### config.mk
export PLATFORM = sky130hd
export DESIGN_NAME = key_value_table
export DESIGN_NICKNAME = d
export VERILOG_FILES = /design/src/kvt_pkg.sv /design/src/key_value_table.sv /design/src/kvt_ram.sv /design/src/kvt_ctrl.sv
export SDC_FILE = /design/constraint.sdc
export NUM_CORES = 2
export LEC_CHECK = 0
export BUFFER_PORTS_ARGS = -buffer_cell sky130_fd_sc_hd__buf_2
export CAP_MARGIN = 20
export CORE_MARGIN = 2
export CORE_UTILIZATION = 52
export CTS_BUF_LIST = sky130_fd_sc_hd__clkbuf_2 sky130_fd_sc_hd__clkbuf_4 sky130_fd_sc_hd__clkbuf_8
export CTS_CLUSTER_DIAMETER = 100
export DETAILED_ROUTE_END_ITERATION = 7
export PLACE_DENSITY_LB_ADDON = 0.1
export SYNTH_ARGS = -nofsm -noshare
export SYNTH_HDL_FRONTEND = slang
export SYNTH_SLANG_ARGS = --single-unit
### constraint.sdc
create_clock -name clk -period 6.3 [get_ports clk]
set_input_delay 1.26 -clock clk [delete_from_list [all_inputs] [get_ports clk]]
set_output_delay 1.26 -clock clk [all_outputs]
set_load 0.01 [all_outputs]
### src/kvt_pkg.sv
// ----------------------------------------------------------------------------
// kvt_pkg
// Shared types and constants for the key/value table: operation codes,
// default sizes and the result flag bundle.
// ----------------------------------------------------------------------------
package kvt_pkg;

    // Default sizes
    localparam int ENTRIES_DEF   = 16;
    localparam int KEY_BITS_DEF  = 32;
    localparam int DATA_BITS_DEF = 32;

    // Operation code width
    localparam int OP_BITS = 2;

    typedef enum logic [OP_BITS-1:0] {
        OP_SEARCH = 2'd0,
        OP_INSERT = 2'd1,
        OP_REMOVE = 2'd2,
        OP_NOP    = 2'd3
    } op_t;

    // Status codes
    localparam logic STATUS_DONE = 1'b0;
    localparam logic STATUS_FULL = 1'b1;

    // Result flags handed from the sequencer to the output stage
    typedef struct packed {
        logic found;
        logic status;
    } kvt_flags_t;

endpackage

### src/key_value_table.sv
// ----------------------------------------------------------------------------
// key_value_table
// Dictionary of unique keys with one value each: search, insert/update and
// remove over a table of ENTRIES slots held in one memory.
// ----------------------------------------------------------------------------
// Each transaction reads every slot of the entry memory through its single
// read port, one slot per cycle, and then writes back in the ST_WRITE state,
// where the result is formed; the result then moves into the output register,
// and a new transaction is taken in the cycle its predecessor's result moves
// into the output register. After reset the block sweeps the memory clear,
// with in_ready low, before the first transaction. An insert of a new
// key into a full table returns status 1 and leaves the table unchanged;
// operation code 3 changes nothing and only reports whether the key is present.
// ----------------------------------------------------------------------------
module key_value_table #(
    parameter int ENTRIES   = kvt_pkg::ENTRIES_DEF,
    parameter int KEY_BITS  = kvt_pkg::KEY_BITS_DEF,
    parameter int DATA_BITS = kvt_pkg::DATA_BITS_DEF
) (
    input  logic                         clk,
    input  logic                         rst_n,
    input  logic                         in_valid,
    output logic                         in_ready,
    input  logic [kvt_pkg::OP_BITS-1:0]  operation,
    input  logic [KEY_BITS-1:0]          key,
    input  logic [DATA_BITS-1:0]         value_in,
    output logic                         out_valid,
    input  logic                         out_ready,
    output logic                         found,
    output logic [DATA_BITS-1:0]         value_out,
    output logic                         status
);

    import kvt_pkg::*;

    localparam int AW        = $clog2(ENTRIES);
    localparam int WORD_BITS = 1 + KEY_BITS + DATA_BITS;

    logic                 res_valid;
    logic                 res_ready;
    kvt_flags_t           res_flags;
    logic [DATA_BITS-1:0] res_value;

    logic                 mem_we;
    logic [AW-1:0]        mem_waddr;
    logic [WORD_BITS-1:0] mem_wdata;
    logic                 mem_re;
    logic [AW-1:0]        mem_raddr;
    logic [WORD_BITS-1:0] mem_rdata;

    logic                 out_valid_reg;
    kvt_flags_t           out_flags_reg;
    logic [DATA_BITS-1:0] out_value_reg;

    kvt_ctrl #(
        .ENTRIES   (ENTRIES),
        .KEY_BITS  (KEY_BITS),
        .DATA_BITS (DATA_BITS),
        .AW        (AW),
        .WORD_BITS (WORD_BITS)
    ) u_ctrl (
        .clk       (clk),
        .rst_n     (rst_n),
        .in_valid  (in_valid),
        .in_ready  (in_ready),
        .operation (operation),
        .key       (key),
        .value_in  (value_in),
        .res_valid (res_valid),
        .res_ready (res_ready),
        .res_flags (res_flags),
        .res_value (res_value),
        .mem_we    (mem_we),
        .mem_waddr (mem_waddr),
        .mem_wdata (mem_wdata),
        .mem_re    (mem_re),
        .mem_raddr (mem_raddr),
        .mem_rdata (mem_rdata)
    );

    kvt_ram #(
        .WIDTH (WORD_BITS),
        .DEPTH (ENTRIES),
        .AW    (AW)
    ) u_ram (
        .clk   (clk),
        .we    (mem_we),
        .waddr (mem_waddr),
        .wdata (mem_wdata),
        .re    (mem_re),
        .raddr (mem_raddr),
        .rdata (mem_rdata)
    );

    // Take a new result when the output register is empty or draining
    assign res_ready = !out_valid_reg || out_ready;

    // Hold the result until the consumer takes the transaction
    always_ff @(posedge clk or negedge rst_n)
    begin
        if (!rst_n)
        begin
            out_valid_reg <= 1'b0;
            out_flags_reg <= '0;
            out_value_reg <= '0;
        end
        else if (res_ready)
        begin
            out_valid_reg <= res_valid;
            if (res_valid)
            begin
                out_flags_reg <= res_flags;
                out_value_reg <= res_value;
            end
        end
    end

    assign out_valid = out_valid_reg;
    assign found     = out_flags_reg.found;
    assign status    = out_flags_reg.status;
    assign value_out = out_value_reg;

`ifndef NO_ASSERTIONS
    // A stalled result is not overwritten by the sequencer
    assert property (@(posedge clk) disable iff (!rst_n)
        (out_valid && !out_ready) |=> (out_valid && $stable(value_out) && $stable(found)))
        else $error("pending result changed while stalled");

    // The sequencer never hands over a result while the output is blocked
    assert property (@(posedge clk) disable iff (!rst_n)
        (out_valid && !out_ready) |-> !res_ready)
        else $error("output register accepts while full");

    // Input and output never both advance from a blocked output
    assert property (@(posedge clk) disable iff (!rst_n)
        (res_valid && !res_ready) |-> !in_ready)
        else $error("new transaction accepted while result is stuck");
`endif

endmodule

### src/kvt_ram.sv
// ----------------------------------------------------------------------------
// kvt_ram
// Generic single-write, single-read synchronous RAM with a registered read.
// ----------------------------------------------------------------------------
module kvt_ram #(
    parameter int WIDTH = 8,
    parameter int DEPTH = 16,
    parameter int AW    = (DEPTH > 1) ? $clog2(DEPTH) : 1
) (
    input  logic             clk,
    input  logic             we,
    input  logic [AW-1:0]    waddr,
    input  logic [WIDTH-1:0] wdata,
    input  logic             re,
    input  logic [AW-1:0]    raddr,
    output logic [WIDTH-1:0] rdata
);

    logic [WIDTH-1:0] mem [DEPTH];
    logic [WIDTH-1:0] rdata_reg;

    // Write port
    always_ff @(posedge clk)
    begin
        if (we)
        begin
            mem[waddr] <= wdata;
        end
    end

    // Registered read port
    always_ff @(posedge clk)
    begin
        if (re)
        begin
            rdata_reg <= mem[raddr];
        end
    end

    assign rdata = rdata_reg;

endmodule

### src/kvt_ctrl.sv
// ----------------------------------------------------------------------------
// kvt_ctrl
// Sequencer of the key/value table: clears the entry memory after reset,
// scans every entry for a key match and the first free slot, then writes
// back the insert or remove and presents the result.
// ----------------------------------------------------------------------------
module kvt_ctrl #(
    parameter int ENTRIES   = kvt_pkg::ENTRIES_DEF,
    parameter int KEY_BITS  = kvt_pkg::KEY_BITS_DEF,
    parameter int DATA_BITS = kvt_pkg::DATA_BITS_DEF,
    parameter int AW        = $clog2(ENTRIES),
    parameter int WORD_BITS = 1 + KEY_BITS + DATA_BITS
) (
    input  logic                         clk,
    input  logic                         rst_n,
    // request side
    input  logic                         in_valid,
    output logic                         in_ready,
    input  logic [kvt_pkg::OP_BITS-1:0]  operation,
    input  logic [KEY_BITS-1:0]          key,
    input  logic [DATA_BITS-1:0]         value_in,
    // result side
    output logic                         res_valid,
    input  logic                         res_ready,
    output kvt_pkg::kvt_flags_t          res_flags,
    output logic [DATA_BITS-1:0]         res_value,
    // entry memory
    output logic                         mem_we,
    output logic [AW-1:0]                mem_waddr,
    output logic [WORD_BITS-1:0]         mem_wdata,
    output logic                         mem_re,
    output logic [AW-1:0]                mem_raddr,
    input  logic [WORD_BITS-1:0]         mem_rdata
);

    import kvt_pkg::*;

    localparam logic [AW-1:0] LAST_ADDR = AW'(ENTRIES - 1);

    typedef enum logic [2:0] {
        ST_CLEAR,
        ST_IDLE,
        ST_SCAN,
        ST_WRITE,
        ST_DONE
    } state_t;

    state_t               state_reg;
    logic [AW-1:0]        addr_reg;
    op_t                  op_reg;
    logic [KEY_BITS-1:0]  key_reg;
    logic [DATA_BITS-1:0] data_reg;
    logic                 hit_reg;
    logic [AW-1:0]        hit_addr_reg;
    logic [DATA_BITS-1:0] hit_value_reg;
    logic                 free_reg;
    logic [AW-1:0]        free_addr_reg;
    kvt_flags_t           flags_reg;
    logic [DATA_BITS-1:0] value_reg;

    logic                 start;
    logic                 last;
    logic                 word_valid;
    logic [KEY_BITS-1:0]  word_key;
    logic [DATA_BITS-1:0] word_value;
    logic                 match;

    // Split the memory word into its fields
    assign word_valid = mem_rdata[WORD_BITS-1];
    assign word_key   = mem_rdata[WORD_BITS-2 -: KEY_BITS];
    assign word_value = mem_rdata[DATA_BITS-1:0];
    assign match      = word_valid && (word_key == key_reg);
    assign last       = (addr_reg == LAST_ADDR);

    // Accept in idle, or straight out of done when the result leaves
    assign in_ready  = (state_reg == ST_IDLE) || ((state_reg == ST_DONE) && res_ready);
    assign start     = in_valid && in_ready;
    assign res_valid = (state_reg == ST_DONE);
    assign res_flags = flags_reg;
    assign res_value = value_reg;

    // Drive the memory ports
    always_comb
    begin
        mem_we    = 1'b0;
        mem_waddr = addr_reg;
        mem_wdata = '0;
        mem_re    = 1'b0;
        mem_raddr = '0;
        case (state_reg)
            ST_CLEAR:
            begin
                mem_we = 1'b1;
            end
            ST_SCAN:
            begin
                mem_re    = !last;
                mem_raddr = addr_reg + AW'(1);
            end
            ST_WRITE:
            begin
                if (op_reg == OP_INSERT)
                begin
                    mem_wdata = {1'b1, key_reg, data_reg};
                    if (hit_reg)
                    begin
                        mem_we    = 1'b1;
                        mem_waddr = hit_addr_reg;
                    end
                    else if (free_reg)
                    begin
                        mem_we    = 1'b1;
                        mem_waddr = free_addr_reg;
                    end
                end
                else if ((op_reg == OP_REMOVE) && hit_reg)
                begin
                    mem_we    = 1'b1;
                    mem_waddr = hit_addr_reg;
                end
            end
            default:
            begin
                mem_re = start;
            end
        endcase
    end

    // State and registered outputs
    always_ff @(posedge clk or negedge rst_n)
    begin
        if (!rst_n)
        begin
            state_reg     <= ST_CLEAR;
            addr_reg      <= '0;
            op_reg        <= OP_NOP;
            key_reg       <= '0;
            data_reg      <= '0;
            hit_reg       <= 1'b0;
            hit_addr_reg  <= '0;
            hit_value_reg <= '0;
            free_reg      <= 1'b0;
            free_addr_reg <= '0;
            flags_reg     <= '0;
            value_reg     <= '0;
        end
        else
        begin
            case (state_reg)
                // Sweep zero words through the memory
                ST_CLEAR:
                begin
                    if (last)
                    begin
                        addr_reg  <= '0;
                        state_reg <= ST_IDLE;
                    end
                    else
                    begin
                        addr_reg <= addr_reg + AW'(1);
                    end
                end
                // Compare one entry per cycle, keep first match and first hole
                ST_SCAN:
                begin
                    if (match && !hit_reg)
                    begin
                        hit_reg       <= 1'b1;
                        hit_addr_reg  <= addr_reg;
                        hit_value_reg <= word_value;
                    end
                    if (!word_valid && !free_reg)
                    begin
                        free_reg      <= 1'b1;
                        free_addr_reg <= addr_reg;
                    end
                    if (last)
                    begin
                        state_reg <= ST_WRITE;
                    end
                    else
                    begin
                        addr_reg <= addr_reg + AW'(1);
                    end
                end
                // Write back and form the result
                ST_WRITE:
                begin
                    flags_reg.found  <= hit_reg;
                    flags_reg.status <= ((op_reg == OP_INSERT) && !hit_reg && !free_reg)
                                        ? STATUS_FULL : STATUS_DONE;
                    value_reg        <= ((op_reg == OP_SEARCH) && hit_reg)
                                        ? hit_value_reg : '0;
                    state_reg        <= ST_DONE;
                end
                ST_DONE:
                begin
                    if (res_ready && !start)
                    begin
                        state_reg <= ST_IDLE;
                    end
                end
                default:
                begin
                end
            endcase

            // Latch a new transaction and start the scan
            if (start)
            begin
                op_reg    <= op_t'(operation);
                key_reg   <= key;
                data_reg  <= value_in;
                hit_reg   <= 1'b0;
                free_reg  <= 1'b0;
                addr_reg  <= '0;
                state_reg <= ST_SCAN;
            end
        end
    end

`ifndef NO_ASSERTIONS
    // A full status only comes from an insert of an absent key
    assert property (@(posedge clk) disable iff (!rst_n)
        (res_valid && (res_flags.status == STATUS_FULL)) |->
            ((op_reg == OP_INSERT) && !res_flags.found))
        else $error("full status on a transaction that is not a missed insert");

    // A nonzero value only comes back from a search hit
    assert property (@(posedge clk) disable iff (!rst_n)
        (res_valid && (res_value != '0)) |-> ((op_reg == OP_SEARCH) && res_flags.found))
        else $error("value returned on a transaction that is not a search hit");

    // No write while the scan is still reading the memory
    assert property (@(posedge clk) disable iff (!rst_n)
        (state_reg == ST_SCAN) |-> !mem_we)
        else $error("memory write during scan");

    // An accepted transaction goes straight to the scan
    assert property (@(posedge clk) disable iff (!rst_n)
        start |=> ((state_reg == ST_SCAN) && (addr_reg == '0)))
        else $error("scan did not start at entry zero");
`endif

endmodule

==> results_dict.tcl <==
set metrics [dict create \
    comb_power_share_pct 37.2 \
    period_share_pct 69.1 \
    synth_cell_types 51 \
    fp.dieW_um 320 \
    syn_avg_cell_area_um2 15.3 \
    crit_path_end_kind "register" \
    via_per_inst 6.21 \
    cts_setup_buffers 0 \
    crit_type "reg2reg" \
    holdCritPathClass "in2async" \
    portBuffers 105 \
    avgRoutedWirePerCell_um 27.3 \
    clkSinkCount 1289 \
    cp_max_fo 188 \
    cts_tree "yes" \
    n_fill_cell 7499 \
    grt_max_degree 197 \
    ys_ff_latch 1289 \
    final.setup.tns_ns 0 \
    dr.pass1.iters 5 \
    syn_to_final_growth_pct 11.9 \
    cts-buffers-inserted 203 \
    grt_antenna_before_repair 2 \
    synth_ff_type "edfxtp_1" \
    drv_slew 0 \
    nNetsFinal 3576 \
    first_global_vias 31013 \
    largest_register_ffs 1040 \
    core-area_mm2 0.0986 \
    dp_hpwl_um 68400 \
    fin_crit_ns 4.35 \
    post_cts_resized 0 \
    vdd_drop_max_uv 948 \
    h-tree-depth 4 \
    switchingPower_w 0.0112 \
    max_cap_violations 0 \
    finalWirelength_um 135000 \
    clock_latency_ns 0.88 \
    reg2reg_depth 7 \
    final.setup.worst_slack_ns 1.95 \
    clock_skew_ns 0.0382 \
    sw_frac_of_total_pct 38.1 \
    rsz0062_at_grt "false" \
    multi_input_area_mm2 0.0130 \
    initial_core_util_pct 52.6 \
    grt_pass1_wl_um 199000 \
    intPower_w 0.0182 \
    worst_hold_slack_ns 0.413 \
    cts_hold_buf 0 \
    synth-warning-count 0 \
    std_cell_rows 115 \
    grt_overflow_total 0 \
    stdcell_area_mm2 0.0580 \
    share_seq_of_total_power_pct 38.9 \
    slew_headroom_pct 21.8 \
    async_reset_ff_share_pct 14.3 \
    clockBufferDepth 3 \
    synthCells 3383 \
    reg2reg_from "u_ctrl.addr_reg[0]" \
    dpl_cell_area_mm2 0.0539 \
    dpl_worst_slack_ns 1.95 \
    p_leak_nw 21.6 \
    netlist_area_mm2 0.0518 \
    die_height_um 320 \
    tightest_slew_ns 1.17 \
    worst_ep_required_time_ns 6.98 \
    pin_count 106 \
    regArea_mm2 0.0378 \
    ant_nets 0 \
    start_kind "register" \
    status "finished clean" \
    cts_root_buf "clkbuf_8" \
    drt_iter0_markers 3213 \
    synth_top_area_share_pct 64.0 \
    hold_viol_final 0 \
    synth.area.top_cells "edfxtp_1, dfrtp_1, mux2i_1" \
    synth_area_leader_cell "edfxtp_1" \
    r2r_slack_ns 1.95 \
    power.density_mw_per_mm2 506 \
    clock_power_share_pct 23.9 \
    final_core_util_pct 58.9 \
    synth_nets 3454 \
    synth-edff-count 1105 \
    yosysSeqAreaShare_pct 72.9 \
    drive_above_1_share_pct 18.7 \
    via_count 30834 \
    path_clk_slew_ns 0.06 \
    critPathArrivalTime_ns 5.03 \
    r2r_end "u_ram.rdata[30]" \
    fmax_mhz 230 \
    grtUsageTotal_pct 26.5 \
    setup_viol 0 \
    finalWeightedCongestion 0.807 \
    dieArea_mm2 0.102 \
    drc_errors 0 \
]
how the worst max path moves through the flow:
stage | from | end | depth (start not counted)
floorplan | u_ctrl.state_reg[0] | u_ram.rdata[0] | 5
global placement | out_ready | u_ram.rdata[24] | 7
detailed placement | out_ready | u_ram.rdata[29] | 7
CTS | u_ctrl.addr_reg[0] | u_ram.rdata[27] | 7
global route | u_ctrl.addr_reg[0] | u_ram.rdata[27] | 7
finish | u_ctrl.addr_reg[0] | u_ram.rdata[30] | 7
synth_stat cells (33+ instances only):
library cell	n
nor2_1	157
clkbuf_1	186
dfrtp_1	182
nor2b_1	130
nor3_1	68
a31oi_1	65
o221ai_1	130
nor3b_1	67
edfxtp_1	1105
a2111oi_0	65
o21bai_1	66
buf_2	41
mux2i_1	195
inv_1	66
nand2_1	89
a211oi_1	66
a21oi_1	143
a2bb2oi_1	66
o211ai_1	68
xor2_1	33
o21ai_0	70
mux2_2	139
and2_1	73
layout make-up:
| type | count | area share (%) |
|---|---|---|
| flip-flops and latches | 1289 | 65.1 |
| multi-input cells | 1777 | 22.5 |
| clock buffers | 317 | 6.46 |
| well taps | 1287 | 2.78 |
| repair buffers | 168 | 2.20 |
| clock inverters | 56 | 0.539 |
| inverters | 66 | 0.427 |
| diodes | 2 | 0.00863 |
critical path: stages, from the launching register on:
cell      delay, ns
dfrtp_4        0.81
buf_12         0.70
nand3_1        0.33
xnor2_2        0.80
nor3b_2        0.34
buf_4          0.76
o211ai_1       0.22
o221ai_1       0.15
placed cells by master (no fill, tap or decap), drive strengths merged, types with 65 or more instances in the layout:
master      n
a2111oi    65
a211oi     66
a21oi     143
a2bb2oi    66
a31oi      65
and2       73
buf       168
clkbuf    317
dfrtp     182
edfxtp   1105
inv        68
mux2      140
mux2i     195
nand2      89
nor2      157
nor2b     130
nor3       69
nor3b      67
o211ai     68
o21ai      70
o21bai     66
o221ai    130
through the flow:
step	cells	power (W)
floorplan	3383	0.0186
global placement	4583	0.0222
detailed placement	4586	0.0224
CTS	4959	0.0294
global route	4962	0.0307
finish	4962	0.0294
power groups by stage:
stage	registers, W	clock network, W	logic [W]
2_1_floorplan	0.0113	0	0.00724
3_3_place_gp	0.0116	0	0.0106
3_5_place_dp	0.0116	0	0.0108
4_1_cts	0.0114	0.00715	0.0109
5_1_grt	0.0115	0.00752	0.0117
6_report	0.0114	0.00701	0.0109
metal layers:
layer  up-vias  GRT usage, %  share of wire (%)  routed length, um
met1     15775          37.1                 43              58700
met5         -             0             0.0096                 13
met4         2          8.34                2.4               3230
li1      13486             -                  -                  -
met3       258          5.13                7.5              10100
met2      1313          42.0                 47              63300
cell families after synthesis:
group	Yosys count	synth area share [%]
flops	1289	72.9
compound gates	782	10.8
simple gates	624	6.41
mux	335	6.81
buf+inv	317	2.44
xor+xnor	35	0.591
fa+ha+maj	1	0.0241
Power figures use the tool's default switching activity.
